[src/rtl/rss_pkg.sv]
`timescale 1ns / 1ps
// ---------------------------------------------------------------------------
// rss_pkg
// Shared types and constants of the string search core.
// ---------------------------------------------------------------------------
package rss_pkg;

  localparam int DEF_MAX_PATTERN = 32;
  localparam int DEF_ALPHABET    = 256;

  // width of the pattern length register, of shifts and step counters
  localparam int LEN_W   = 6;
  localparam int BYTE_W  = 8;
  localparam int POS_W   = 32;
  localparam int KIND_W  = 2;
  localparam int IN_DATA_W  = 8;
  localparam int OUT_DATA_W = 72;

  // input item kinds
  localparam logic [KIND_W-1:0] KIND_PATTERN = 2'd0;
  localparam logic [KIND_W-1:0] KIND_TEXT    = 2'd1;
  localparam logic [KIND_W-1:0] KIND_END     = 2'd2;

  // result kinds
  localparam logic RES_MATCH   = 1'b0;
  localparam logic RES_SUMMARY = 1'b1;

  // first comparison steps: last byte, middle byte, first byte
  localparam logic [LEN_W-1:0] STEP_LAST  = 6'd0;
  localparam logic [LEN_W-1:0] STEP_MID   = 6'd1;
  localparam logic [LEN_W-1:0] STEP_FIRST = 6'd2;

  typedef enum logic [2:0] {
    ST_IDLE,
    ST_REBUILD,
    ST_ALIGN,
    ST_CMP,
    ST_FIN,
    ST_SUM
  } state_t;

endpackage

[src/rtl/rss_ram.sv]
`timescale 1ns / 1ps
// ---------------------------------------------------------------------------
// rss_ram
// Simple dual-port RAM, one write port and one registered read port.
// ---------------------------------------------------------------------------
module rss_ram #(
  parameter int WIDTH = 8,
  parameter int DEPTH = 32
) (
  input  logic                     clk,
  input  logic                     we,
  input  logic [$clog2(DEPTH)-1:0] waddr,
  input  logic [WIDTH-1:0]         wdata,
  input  logic                     re,
  input  logic [$clog2(DEPTH)-1:0] raddr,
  output logic [WIDTH-1:0]         rdata
);

  logic [WIDTH-1:0] mem [DEPTH];

  always_ff @(posedge clk) begin
    if (we) begin
      mem[waddr] <= wdata;
    end
    // read data holds when no read is issued
    if (re) begin
      rdata <= mem[raddr];
    end
  end

endmodule

[src/rtl/raita_string_search_core.sv]
`timescale 1ns / 1ps
// ---------------------------------------------------------------------------
// raita_string_search_core
// Horspool search with Raita comparison order over a byte stream.
// ---------------------------------------------------------------------------
// Usage: write the pattern length on the cfg channel, then send pattern
// words (in_tuser = 0) and text words (in_tuser = 1); in_tuser = 2 ends
// the text and returns a summary word with the match count and flags.
// Each full match returns a word carrying the alignment start and the
// running match count. out_tuser tells match (0) from summary (1).
// Timing: one item at a time, in_tready is low while an item is worked.
// A config write or a pattern word rebuilds the shift table, one pattern
// memory read per cycle. A stored text word passes the align state and,
// when an alignment ends there, the byte-at-a-time compare loop through
// the pattern and window memories and the finish state. An end-of-text
// word passes the summary state.
// The result sits in an output register; when the receiver stalls, the
// block finishes the item and waits only where it has a word to deliver.
// Reset (synchronous, rst_n low) clears the length, counters, flags and
// the shift-table valid bits; no clearing pass over memory is needed.
// ---------------------------------------------------------------------------
module raita_string_search_core #(
  parameter int MAX_PATTERN = rss_pkg::DEF_MAX_PATTERN,
  parameter int ALPHABET    = rss_pkg::DEF_ALPHABET
) (
  input  logic                            clk,
  input  logic                            rst_n,
  // configuration: pattern_length
  input  logic                            cfg_valid,
  output logic                            cfg_ready,
  input  logic [rss_pkg::LEN_W-1:0]       cfg_data,
  // input words
  input  logic                            in_tvalid,
  output logic                            in_tready,
  input  logic [rss_pkg::IN_DATA_W-1:0]   in_tdata,   // [7:0] byte_value
  input  logic [rss_pkg::KIND_W-1:0]      in_tuser,   // [1:0] kind
  // result words
  output logic                            out_tvalid,
  input  logic                            out_tready,
  // [31:0] position, [63:32] match_count, [64] length_error,
  // [65] text_overflow, [71:66] zero
  output logic [rss_pkg::OUT_DATA_W-1:0]  out_tdata,
  output logic                            out_tuser   // [0] result_kind
);

  localparam int LEN_W = rss_pkg::LEN_W;
  localparam int POS_W = rss_pkg::POS_W;
  localparam int BW    = rss_pkg::BYTE_W;
  localparam int PI_W  = $clog2(MAX_PATTERN);
  localparam int LD_W  = $clog2(MAX_PATTERN + 1);
  localparam int AB_W  = $clog2(ALPHABET);
  localparam int IW    = ((PI_W > LEN_W) ? PI_W : LEN_W) + 1;

  rss_pkg::state_t state_r, state_nxt;

  logic [LEN_W-1:0]    len_r, len_nxt;
  logic [LD_W-1:0]     loaded_r, loaded_nxt;
  logic [ALPHABET-1:0] valid_r, valid_nxt;
  logic [POS_W-1:0]    tp_r, tp_nxt;
  logic [POS_W-1:0]    na_r, na_nxt;
  logic [POS_W-1:0]    found_r, found_nxt;
  logic                ovf_r, ovf_nxt;
  logic [PI_W-1:0]     wp_r, wp_nxt;
  logic [LEN_W-1:0]    i_r, i_nxt;
  logic [LEN_W-1:0]    wi_r, wi_nxt;
  logic [LEN_W-1:0]    s_r, s_nxt;
  logic                pend_r, pend_nxt;
  logic                last_r, last_nxt;
  logic                hit_r, hit_nxt;
  logic                out_tvalid_r, out_tvalid_nxt;

  // payload registers
  logic [PI_W-1:0]     pidx_r, pidx_nxt;
  logic [PI_W-1:0]     start_r, start_nxt;
  logic [POS_W:0]      j_r, j_nxt;
  logic                svh_r, svh_nxt;
  logic                out_kind_r, out_kind_nxt;
  logic [POS_W-1:0]    out_pos_r, out_pos_nxt;
  logic [POS_W-1:0]    out_cnt_r, out_cnt_nxt;
  logic                out_lerr_r, out_lerr_nxt;
  logic                out_ovf_r, out_ovf_nxt;

  // memory ports
  logic            ps_we, ps_re;
  logic [PI_W-1:0] ps_waddr, ps_raddr;
  logic [BW-1:0]   ps_q;
  logic            wr_we, wr_re;
  logic [PI_W-1:0] wr_raddr;
  logic [BW-1:0]   wr_q;
  logic            st_we, st_re;
  logic [AB_W-1:0] st_waddr;
  logic [LEN_W-1:0] st_wdata, st_q;

  logic [LEN_W-1:0] m;
  logic             cfg_acc, in_acc;
  logic             out_free;
  logic             rb_more, align_go, cmp_miss, cmp_done, fin_commit;
  logic             pat_go, txt_go, txt_full;
  logic [LEN_W-1:0] k;
  logic [IW-1:0]    ring_sum, start_diff;
  logic [LEN_W-1:0] sh;
  logic [POS_W:0]   na_sum;

  // effective pattern length
  always_comb begin
    if (32'(len_r) > MAX_PATTERN) begin
      m = LEN_W'(MAX_PATTERN);
    end else begin
      m = len_r;
    end
  end

  assign cfg_ready = (state_r == rss_pkg::ST_IDLE);
  assign in_tready = (state_r == rss_pkg::ST_IDLE) && !cfg_valid;
  assign cfg_acc   = cfg_valid && cfg_ready;
  assign in_acc    = in_tvalid && in_tready;
  assign out_free  = !out_tvalid_r || out_tready;

  assign pat_go   = in_acc && (in_tuser == rss_pkg::KIND_PATTERN) &&
                    (loaded_r < LD_W'(MAX_PATTERN));
  assign txt_full = (tp_r == {POS_W{1'b1}});
  assign txt_go   = in_acc && (in_tuser == rss_pkg::KIND_TEXT) && !ovf_r && !txt_full;

  assign rb_more    = ({1'b0, i_r} + 7'd1) < {1'b0, m};
  assign align_go   = (m >= LEN_W'(2)) && !j_r[POS_W] && (j_r[POS_W-1:0] >= na_r);
  assign cmp_miss   = pend_r && (ps_q != wr_q);
  assign cmp_done   = pend_r && last_r;
  assign fin_commit = !hit_r || out_free;

  // offset inside the window for the current compare step
  always_comb begin
    case (s_r)
      rss_pkg::STEP_LAST:  k = m - LEN_W'(1);
      rss_pkg::STEP_MID:   k = m >> 1;
      rss_pkg::STEP_FIRST: k = '0;
      default:             k = s_r - LEN_W'(2);
    endcase
  end

  always_comb begin
    ring_sum = IW'(start_r) + IW'(k);
    if (ring_sum >= IW'(MAX_PATTERN)) begin
      ring_sum = ring_sum - IW'(MAX_PATTERN);
    end
  end

  // window start = slot of the newest byte minus (m - 1), modulo ring depth
  always_comb begin
    start_diff = IW'(pidx_r) - IW'(m - LEN_W'(1));
    if (start_diff[IW-1]) begin
      start_diff = start_diff + IW'(MAX_PATTERN);
    end
  end

  assign sh     = svh_r ? st_q : m;
  assign na_sum = {1'b0, j_r[POS_W-1:0]} + (POS_W+1)'(sh);

  // next state
  always_comb begin
    state_nxt = state_r;
    case (state_r)
      rss_pkg::ST_IDLE: begin
        if (cfg_acc || pat_go) begin
          state_nxt = rss_pkg::ST_REBUILD;
        end else if (txt_go) begin
          state_nxt = rss_pkg::ST_ALIGN;
        end else if (in_acc && (in_tuser == rss_pkg::KIND_END)) begin
          state_nxt = rss_pkg::ST_SUM;
        end
      end
      rss_pkg::ST_REBUILD: begin
        if (!rb_more && !pend_r) begin
          state_nxt = rss_pkg::ST_IDLE;
        end
      end
      rss_pkg::ST_ALIGN: begin
        state_nxt = align_go ? rss_pkg::ST_CMP : rss_pkg::ST_IDLE;
      end
      rss_pkg::ST_CMP: begin
        if (cmp_miss || cmp_done) begin
          state_nxt = rss_pkg::ST_FIN;
        end
      end
      rss_pkg::ST_FIN: begin
        if (fin_commit) begin
          state_nxt = rss_pkg::ST_IDLE;
        end
      end
      rss_pkg::ST_SUM: begin
        if (out_free) begin
          state_nxt = rss_pkg::ST_IDLE;
        end
      end
      default: state_nxt = rss_pkg::ST_IDLE;
    endcase
  end

  // datapath and memory control
  always_comb begin
    len_nxt      = len_r;
    loaded_nxt   = loaded_r;
    valid_nxt    = valid_r;
    tp_nxt       = tp_r;
    na_nxt       = na_r;
    found_nxt    = found_r;
    ovf_nxt      = ovf_r;
    wp_nxt       = wp_r;
    i_nxt        = i_r;
    wi_nxt       = wi_r;
    s_nxt        = s_r;
    pend_nxt     = pend_r;
    last_nxt     = last_r;
    hit_nxt      = hit_r;
    pidx_nxt     = pidx_r;
    start_nxt    = start_r;
    j_nxt        = j_r;
    svh_nxt      = svh_r;
    out_kind_nxt = out_kind_r;
    out_pos_nxt  = out_pos_r;
    out_cnt_nxt  = out_cnt_r;
    out_lerr_nxt = out_lerr_r;
    out_ovf_nxt  = out_ovf_r;
    out_tvalid_nxt = out_tvalid_r && !out_tready;

    ps_we    = 1'b0;
    ps_waddr = PI_W'(loaded_r);
    ps_re    = 1'b0;
    ps_raddr = PI_W'(i_r);
    wr_we    = 1'b0;
    wr_re    = 1'b0;
    wr_raddr = PI_W'(ring_sum);
    st_we    = 1'b0;
    st_waddr = AB_W'(ps_q);
    st_wdata = m - LEN_W'(1) - wi_r;
    st_re    = 1'b0;

    case (state_r)
      rss_pkg::ST_IDLE: begin
        if (cfg_acc) begin
          len_nxt    = cfg_data;
          loaded_nxt = '0;
          valid_nxt  = '0;
          i_nxt      = '0;
          pend_nxt   = 1'b0;
        end else if (pat_go) begin
          ps_we      = 1'b1;
          loaded_nxt = loaded_r + LD_W'(1);
          valid_nxt  = '0;
          i_nxt      = '0;
          pend_nxt   = 1'b0;
        end else if (in_acc && (in_tuser == rss_pkg::KIND_TEXT) && !ovf_r) begin
          if (txt_full) begin
            ovf_nxt = 1'b1;
          end else begin
            wr_we    = 1'b1;
            st_re    = 1'b1;
            tp_nxt   = tp_r + POS_W'(1);
            pidx_nxt = wp_r;
            wp_nxt   = (wp_r == PI_W'(MAX_PATTERN - 1)) ? '0 : wp_r + PI_W'(1);
            j_nxt    = {1'b0, tp_r} + (POS_W+1)'(1) - (POS_W+1)'(m);
            svh_nxt  = ((BW+1)'(in_tdata) < (BW+1)'(ALPHABET)) &&
                       valid_r[AB_W'(in_tdata)];
          end
        end
      end
      rss_pkg::ST_REBUILD: begin
        // write the entry read in the previous cycle, later indexes win
        if (pend_r && ((BW+1)'(ps_q) < (BW+1)'(ALPHABET))) begin
          st_we = 1'b1;
          valid_nxt[AB_W'(ps_q)] = 1'b1;
        end
        if (rb_more) begin
          ps_re    = 1'b1;
          wi_nxt   = i_r;
          i_nxt    = i_r + LEN_W'(1);
          pend_nxt = 1'b1;
        end else begin
          pend_nxt = 1'b0;
        end
      end
      rss_pkg::ST_ALIGN: begin
        start_nxt = PI_W'(start_diff);
        s_nxt     = rss_pkg::STEP_LAST;
        pend_nxt  = 1'b0;
        last_nxt  = 1'b0;
      end
      rss_pkg::ST_CMP: begin
        ps_raddr = PI_W'(k);
        if (cmp_miss) begin
          hit_nxt  = 1'b0;
          pend_nxt = 1'b0;
        end else if (cmp_done) begin
          hit_nxt  = 1'b1;
          pend_nxt = 1'b0;
        end else begin
          ps_re    = 1'b1;
          wr_re    = 1'b1;
          pend_nxt = 1'b1;
          last_nxt = (s_r == m);
          s_nxt    = s_r + LEN_W'(1);
        end
      end
      rss_pkg::ST_FIN: begin
        if (fin_commit) begin
          na_nxt = na_sum[POS_W] ? {POS_W{1'b1}} : na_sum[POS_W-1:0];
          if (hit_r) begin
            if (found_r != {POS_W{1'b1}}) begin
              found_nxt = found_r + POS_W'(1);
              out_cnt_nxt = found_r + POS_W'(1);
            end else begin
              out_cnt_nxt = found_r;
            end
            out_kind_nxt   = rss_pkg::RES_MATCH;
            out_pos_nxt    = j_r[POS_W-1:0];
            out_lerr_nxt   = 1'b0;
            out_ovf_nxt    = 1'b0;
            out_tvalid_nxt = 1'b1;
          end
        end
      end
      rss_pkg::ST_SUM: begin
        if (out_free) begin
          out_kind_nxt   = rss_pkg::RES_SUMMARY;
          out_pos_nxt    = '0;
          out_cnt_nxt    = found_r;
          out_lerr_nxt   = (m < LEN_W'(2));
          out_ovf_nxt    = ovf_r;
          out_tvalid_nxt = 1'b1;
          tp_nxt    = '0;
          na_nxt    = '0;
          found_nxt = '0;
          ovf_nxt   = 1'b0;
          wp_nxt    = '0;
        end
      end
      default: ;
    endcase
  end

  always_ff @(posedge clk) begin
    if (!rst_n) begin
      state_r      <= rss_pkg::ST_IDLE;
      len_r        <= '0;
      loaded_r     <= '0;
      valid_r      <= '0;
      tp_r         <= '0;
      na_r         <= '0;
      found_r      <= '0;
      ovf_r        <= 1'b0;
      wp_r         <= '0;
      i_r          <= '0;
      wi_r         <= '0;
      s_r          <= '0;
      pend_r       <= 1'b0;
      last_r       <= 1'b0;
      hit_r        <= 1'b0;
      out_tvalid_r <= 1'b0;
    end else begin
      state_r      <= state_nxt;
      len_r        <= len_nxt;
      loaded_r     <= loaded_nxt;
      valid_r      <= valid_nxt;
      tp_r         <= tp_nxt;
      na_r         <= na_nxt;
      found_r      <= found_nxt;
      ovf_r        <= ovf_nxt;
      wp_r         <= wp_nxt;
      i_r          <= i_nxt;
      wi_r         <= wi_nxt;
      s_r          <= s_nxt;
      pend_r       <= pend_nxt;
      last_r       <= last_nxt;
      hit_r        <= hit_nxt;
      out_tvalid_r <= out_tvalid_nxt;
    end
  end

  always_ff @(posedge clk) begin
    pidx_r     <= pidx_nxt;
    start_r    <= start_nxt;
    j_r        <= j_nxt;
    svh_r      <= svh_nxt;
    out_kind_r <= out_kind_nxt;
    out_pos_r  <= out_pos_nxt;
    out_cnt_r  <= out_cnt_nxt;
    out_lerr_r <= out_lerr_nxt;
    out_ovf_r  <= out_ovf_nxt;
  end

  rss_ram #(
    .WIDTH (BW),
    .DEPTH (MAX_PATTERN)
  ) u_pattern_ram (
    .clk   (clk),
    .we    (ps_we),
    .waddr (ps_waddr),
    .wdata (in_tdata),
    .re    (ps_re),
    .raddr (ps_raddr),
    .rdata (ps_q)
  );

  rss_ram #(
    .WIDTH (BW),
    .DEPTH (MAX_PATTERN)
  ) u_window_ram (
    .clk   (clk),
    .we    (wr_we),
    .waddr (wp_r),
    .wdata (in_tdata),
    .re    (wr_re),
    .raddr (wr_raddr),
    .rdata (wr_q)
  );

  rss_ram #(
    .WIDTH (LEN_W),
    .DEPTH (ALPHABET)
  ) u_shift_ram (
    .clk   (clk),
    .we    (st_we),
    .waddr (st_waddr),
    .wdata (st_wdata),
    .re    (st_re),
    .raddr (AB_W'(in_tdata)),
    .rdata (st_q)
  );

  assign out_tvalid = out_tvalid_r;
  assign out_tuser  = out_kind_r;
  assign out_tdata  = {6'b0, out_ovf_r, out_lerr_r, out_cnt_r, out_pos_r};

  // a length write invalidates every shift entry before the rebuild
  a_cfg_clears_table: assert property (@(posedge clk) disable iff (!rst_n)
    cfg_acc |=> (valid_r == '0))
    else $error("shift valid bits not cleared on length write");

  // the alignment only moves forward while a text byte is finished
  a_alignment_monotone: assert property (@(posedge clk) disable iff (!rst_n)
    (state_r == rss_pkg::ST_FIN) |=> (na_r >= $past(na_r)))
    else $error("next alignment moved backward");

  // a summary loaded into the output register restarts the text counters
  a_summary_clears: assert property (@(posedge clk) disable iff (!rst_n)
    ((state_r == rss_pkg::ST_SUM) && out_free) |=>
      ((tp_r == '0) && (found_r == '0) && !ovf_r && out_tvalid_r))
    else $error("text state not cleared after summary");

  // ring write pointer stays inside the window memory
  a_ring_bound: assert property (@(posedge clk) disable iff (!rst_n)
    32'(wp_r) < MAX_PATTERN)
    else $error("window pointer out of range");

endmodule

[config.mk]
export PLATFORM = sky130hd
export DESIGN_NAME = raita_string_search_core
export DESIGN_NICKNAME = d
export VERILOG_FILES = /design/src/rtl/rss_pkg.sv /design/src/rtl/rss_ram.sv /design/src/rtl/raita_string_search_core.sv
export SDC_FILE = /design/constraint.sdc
export NUM_CORES = 2
export LEC_CHECK = 0
export BUFFER_PORTS_ARGS = -buffer_cell sky130_fd_sc_hd__buf_2
export CAP_MARGIN = 20
export CORE_ASPECT_RATIO = 1.75
export CORE_UTILIZATION = 55
export DETAILED_ROUTE_END_ITERATION = 16
export GPL_ROUTABILITY_DRIVEN = 0
export PLACE_DENSITY = 0.81
export SLEW_MARGIN = 20
export SYNTH_ARGS = -nofsm -noshare
export SYNTH_HDL_FRONTEND = slang
export SYNTH_SLANG_ARGS = --single-unit
[constraint.sdc]
create_clock -name clk -period 14.9 [get_ports clk]
set_input_delay 0 -clock clk [delete_from_list [all_inputs] [get_ports clk]]
set_output_delay 0 -clock clk [all_outputs]
set_load 0.02 [all_outputs]
### Word level (Yosys, flattened, before mapping)

Memory sizes are Yosys's and may differ from the RTL's. A register that Yosys moved wholly into a read port is not among the register bits.
Index checks and enable logic that the tools add are counted.
W data, S select, Z words.

* register bits after elaboration: 506
* memory bits (writable): 2048
* input bits: 21
* output and inout bits: 76
* word-level logic and storage cells: 247
* memories kept: 3

Memory list
* u_shift_ram.mem: depth 256, bits a word 6, read ports 1, clocked after memory_dff 1, wr ports 1, line rss_ram.sv:19 `logic [WIDTH-1:0] mem [DEPTH];`
* u_pattern_ram.mem: depth 32, bits a word 8, read ports 1, clocked after memory_dff 1, wr ports 1, line rss_ram.sv:19
* u_window_ram.mem: depth 32, bits a word 8, read ports 1, clocked after memory_dff 1, wr ports 1, line rss_ram.sv:19

* $add $sub $neg: 18
* magnitude comparators: 10
* equality and inequality tests: 30
* mux-type cells: 104
* bitwise logic cells: 4
* reductions and logical operators: 53

Operators by type and width (number)
* $mux W256: 3
* $pmux W256 S2: 1
* $mux W32: 13
* $pmux W32 S2: 5
* $or A256 B256 Y256: 1
* $add A32 B1 Y32 const B: 2
* $mux W6: 9
* $mux W5: 9
* $mux W1: 41
* $add A32 B1 Y33 const B: 1
* $add A32 B6 Y33: 1
* $sub A33 B6 Y33: 1
* $eq A32 B32 Y1 const B: 1
* $ge A32 B32 Y1: 1
* $ne A32 B32 Y1 const B: 1
* $ne A2 B2 Y1 const B: 12
* $pmux W6 S2: 2
* $mux W3: 7
* $add A6 B1 Y6 const B: 3
* $lt A8 B9 Y1 const B: 2
* $pmux W3 S6: 1
* $pmux W6 S3: 1
* $logic_and A1 B1 Y1: 16
* $pmux W1 S2: 7
* other kinds (47): 78

### Longest topological paths before layout

* depth after elaboration: 11
* mapped depth: 16
* depth with buffers taken out: 15

### Cells and area by module

From an unflattened synthesis, not the netlist that was laid out.

* cell total of the unflattened synthesis: 6470
* area total of the unflattened synthesis: 105471.2 µm²

By module, submodules not included
* rss_ram (u_shift_ram): instances 1, cells each 2964, area an instance 60133.9 µm², seq. area each 46304.4 µm²
* raita_string_search_core: instances 1, cells each 2672, area an instance 25070.3 µm², seq. area each 11240.8 µm²
* rss_ram (u_pattern_ram ...): instances 2, cells each 417, area an instance 10133.5 µm², seq. area each 7927.6 µm²

### Worst setup path before layout

OpenSTA, ideal clock, no wires.

* path type: register -> register
* start point: register len_r[5]
* end point: memory u_shift_ram.mem[0][5] in the netlist's numbering (data pin)
* setup time: 1.647 ns
* arrival time: 8.920 ns
* required time: 13.253 ns
* slack: 4.333 ns
* stages on the path, launching flop included: 10
* path buffers: 1
* clock period less this slack: 10.567 ns
* cell sequence: dfxtp_1 > nand2b_1 > clkbuf_1 > ha_1 > xnor2_1 > ha_1 > a21o_1 > a21o_1 > a21oi_1 > xnor2_1

* longest elaborated chain between the ends: 4

RTL lines
* from (decl): line raita_string_search_core.sv:56 `logic [LEN_W-1:0] len_r, len_nxt;`
* from (signal assigned): line raita_string_search_core.sv:360 `len_r <= len_nxt;`
* $gt A6 B6 Y1: line raita_string_search_core.sv:106 `if (32'(len_r) > MAX_PATTERN) begin`
* $mux W6 *: line raita_string_search_core.sv:106
* $sub A6 B1 Y6 *: line raita_string_search_core.sv:234 `st_wdata = m - LEN_W'(1) - wi_r;`
* $sub A6 B6 Y6 *: line raita_string_search_core.sv:234
* via st_wdata[5]: line raita_string_search_core.sv:92 `logic [LEN_W-1:0] st_wdata, st_q;`
* to (decl): line rss_ram.sv:19

The timed path passes the listed nets; every way through them passes the cells marked *.

### Final worst setup path

* start point: register s_r[5]
* end point: register u_window_ram.rdata[4] (read register of u_window_ram.mem) (data pin)

* longest elaborated chain between the ends: 5
* elaborated cells between the ends (all ways): 9

RTL lines
* from (decl): line raita_string_search_core.sv:66 `logic [LEN_W-1:0] s_r, s_nxt;`
* from (signal assigned): line raita_string_search_core.sv:370 `s_r <= s_nxt;`
* $sub A6 B2 Y6, or another cell as far along: line raita_string_search_core.sv:136 `default: k = s_r - LEN_W'(2);`
* $pmux W6 S3 *: line raita_string_search_core.sv:132 `case (s_r)`
* $add A5 B6 Y7 *: line raita_string_search_core.sv:141 `ring_sum = IW'(start_r) + IW'(k);`
* $ge A7 B6 Y1 / $sub A5 B1 Y5 (equally long branches): line raita_string_search_core.sv:142, raita_string_search_core.sv:143
* $mux W5 *: line raita_string_search_core.sv:142 `if (ring_sum >= IW'(MAX_PATTERN)) begin`
* to (decl): line rss_ram.sv:16 `output logic [WIDTH-1:0] rdata`

Every way passes the cells marked *; elsewhere a longest branch is shown, timed or not.
A chain may end at the register's enable or synchronous reset.

==> qor.txt <==
EDFF count, synth - 2181
WL final - 264300 microns
area of the die - 192600 sq um
initial antenna violation count - 6
Mapped Avg Cell Area - 17.20 sq um
first-pass GRT wire length - 388600 microns
starting density of the core - 0.5550
Worst-path clk slew - 0.07 ns
worst hold slack - 0.08742 ns
via count - 57540
Total GRT Usage - 0.2732
design area - 115400 sq um
CP arrival - 5.54 ns
DRC viols - 0
P_leak - 36.73 nW
RSZ-0062 raised after global routing - no
final core occ - 0.6106
chip height - 579.8 microns
flops & latches, synth - 2576
CTS tree - done
layout cells sized above 1 - 0.2031
DRT Pass-1 Iters - 8
Die Width - 332.2 microns
peak supply drop - 235.5 uV
vias in the first global route - 59630
hold crit path type - input pin to flip-flop
final hold vios - 0
Crit path largest cell delay - 1.20 ns
post-synthesis sequential area ratio - 0.6996
post-layout min period - 4.975 ns
CP required - 15.47 ns
Congestion Overflow GR - 0
port buffer count - 90
crit path capture type - flip-flop
slowest stage cell, crit path - fa_2
status - finished clean
DR iter-0 viols - 6763
Via-to-Cell Ratio - 6.536
CTS max path bufs - 4
worst slew pin tran - 1.215 ns
row count - 211
final setup fails - 0
Synth-to-Final Area Change - 10.01%
Final #Nets - 6348
post-route ant nets - 0
Wirelength per Cell - 30.02 microns
Slew HR - 0.1903
Root Driver - clkbuf_16
CTS sink cnt - 2576
Main synth FF type - edfxtp_1
Top Ports - 97
core area - 189000 sq um
CP Launch Type - flip-flop
CTS Buf Count - 212
max-cap viol count - 0
Slew Viols, Final - 0
WP buf/inv - 1
Sum Neg Setup Slack - 0 ns
dpl cell area - 108000 sq um
Max H-tree Level - 4
PwrDens - 138.1 nW/um^2
ys async rst share - 0
hold_buf cts - 37
largest net degree at the start of global routing - 257
Final Skew - 0.05720 ns
Post-CTS Setup Inserts - 0
DP Wirelength - 160500 microns
post-synth cell types - 77
FMAX - 0.2010 GHz
cts repair resizes - 0
CP max FO - 33
Yosys Warn Count - 0
Cells after Synth - 6100
Tcrit/Tclk final - 0.3339
clk_lat worst skew - 0.87 ns
critical path class - flip-flop to flip-flop
Top Family by Delay on Critical Path - adder cells
Synth Cell Area - 104900 sq um
CP cell instances - nor4_2, nand2_1, o2bb2ai_1, ha_4, fa_2, buf_4, mux4_2, mux2i_1, nor2_1, a21oi_1, o21ai_0
kinds of logic (layout without fill, tap and decap cells):
| family | Yosys count | after routing | share of synthesized area |
|---|---|---|---|
| xor+xnor | 142 | 142 | 0.01185 |
| simple gates | 1317 | 1317 | 0.05494 |
| buf+inv | 474 | 722 | 0.01820 |
| other cells | 1 | 8 | 0.00003574 |
| fa+ha+maj | 143 | 143 | 0.01739 |
| flops | 2576 | 2576 | 0.6996 |
| mux | 780 | 780 | 0.1608 |
| compound gates | 667 | 667 | 0.03710 |
path summary, 6_finish.rpt:
| check | slack, ns | from | cells past startpoint | endpoint |
|---|---|---|---|---|
| setup reg to reg | 9.93 | s_r[5] | 11 | u_window_ram.rdata[4] |
| setup / recovery | 9.93 | s_r[5] | 11 | u_window_ram.rdata[4] |
| hold reg to reg | 0.44 | na_r[6] | 2 | na_r[6] |
| hold / removal | 0.09 | out_tready | 5 | out_tvalid |
cell usage after synthesis, drive strengths merged, types with 42 or more instances:
cell type / number / share of area
edfxtp: 2181 / 0.62
nor2: 762 / 0.027
mux4: 723 / 0.16
dfxtp: 395 / 0.075
a21oi: 381 / 0.018
clkbuf: 247 / 0.0088
nand2: 222 / 0.0079
ha: 137 / 0.016
inv: 114 / 0.0041
buf: 113 / 0.0053
o21ai: 97 / 0.0046
xnor2: 81 / 0.0068
nand3: 63 / 0.0030
xor2: 61 / 0.0051
a21o: 46 / 0.0033
and2: 45 / 0.0027
nor3: 42 / 0.0020
placed cells by master, fill, tap and decap left out, drive strengths merged, types with 18 or more instances in the layout:
cell         instances
a21o                46
a21oi              381
a22oi               23
a31oi               19
and2                45
and3                25
buf                189
bufinv              22
clkbuf             257
clkinv              85
dfxtp              395
dlygate4sd3         37
edfxtp            2181
ha                 137
inv                121
mux2i               40
mux4               723
nand2              222
nand2b              20
nand3               63
nand4               29
nor2               762
nor3                42
nor4                18
o21ai               97
or3                 22
xnor2               81
xor2                61
registers in the layout (all words and copies together) (netlist names), 6 cells and up:
signal and count:
u_shift_ram.mem 1536, u_pattern_ram.mem 256, u_window_ram.mem 256, valid_r 256
j_r 33, found_r 32, na_r 32, out_cnt_r 32
out_pos_r 32, tp_r 32, u_pattern_ram.rdata 8, u_window_ram.rdata 8
i_r 6, len_r 6, loaded_r 6, s_r 6
u_shift_ram.rdata 6, wi_r 6
power by group:
| part | leakage [nW] | switching, mW | total, mW | internal [mW] |
|---|---|---|---|---|
| combinational | 10.8 | 1.29 | 1.79 | 0.502 |
| clock | 3.35 | 2.57 | 5.66 | 3.09 |
| sequential | 22.6 | 0.0460 | 8.49 | 8.44 |
worst register-to-register path, stage by stage, from the launching register on:
cell	delay, ns
dfxtp_1	0.38
nor4_2	0.61
nand2_1	0.23
o2bb2ai_1	0.30
ha_4	0.23
fa_2	1.20
buf_4	0.59
mux4_2	0.39
mux2i_1	0.17
nor2_1	0.06
a21oi_1	0.41
o21ai_0	0.15
through the flow:
stage	setup slack [ns]	power, mW	std cells
floorplan	4.333	9.919	6105
global placement	9.893	10.28	8376
detailed placement	9.742	10.37	8376
CTS	9.946	15.93	8795
global route	9.718	16.28	8804
finish	9.925	15.94	8804
cell type report:
type,instances,area [sq um]
Fill cell,12490,73610
Sequential cell,2576,73400
Multi-Input combinational cell,3055,29880
Clock buffer,257,5663
Tap cell,2449,3064
Timing Repair Buffer,226,1764
Clock inverter,125,1200
Inverter,114,432.9
Antenna cell,2,5.005
metal layers:
layer,vias to the layer above,part of all wire,track usage
met5,-,0.00014,0
met4,6,0.083,0.1975
met3,910,0.069,0.03709
met2,3467,0.54,0.4980
met1,29170,0.31,0.2875
li1,23990,-,-
Note: power is estimated with default switching activity, not from simulation.
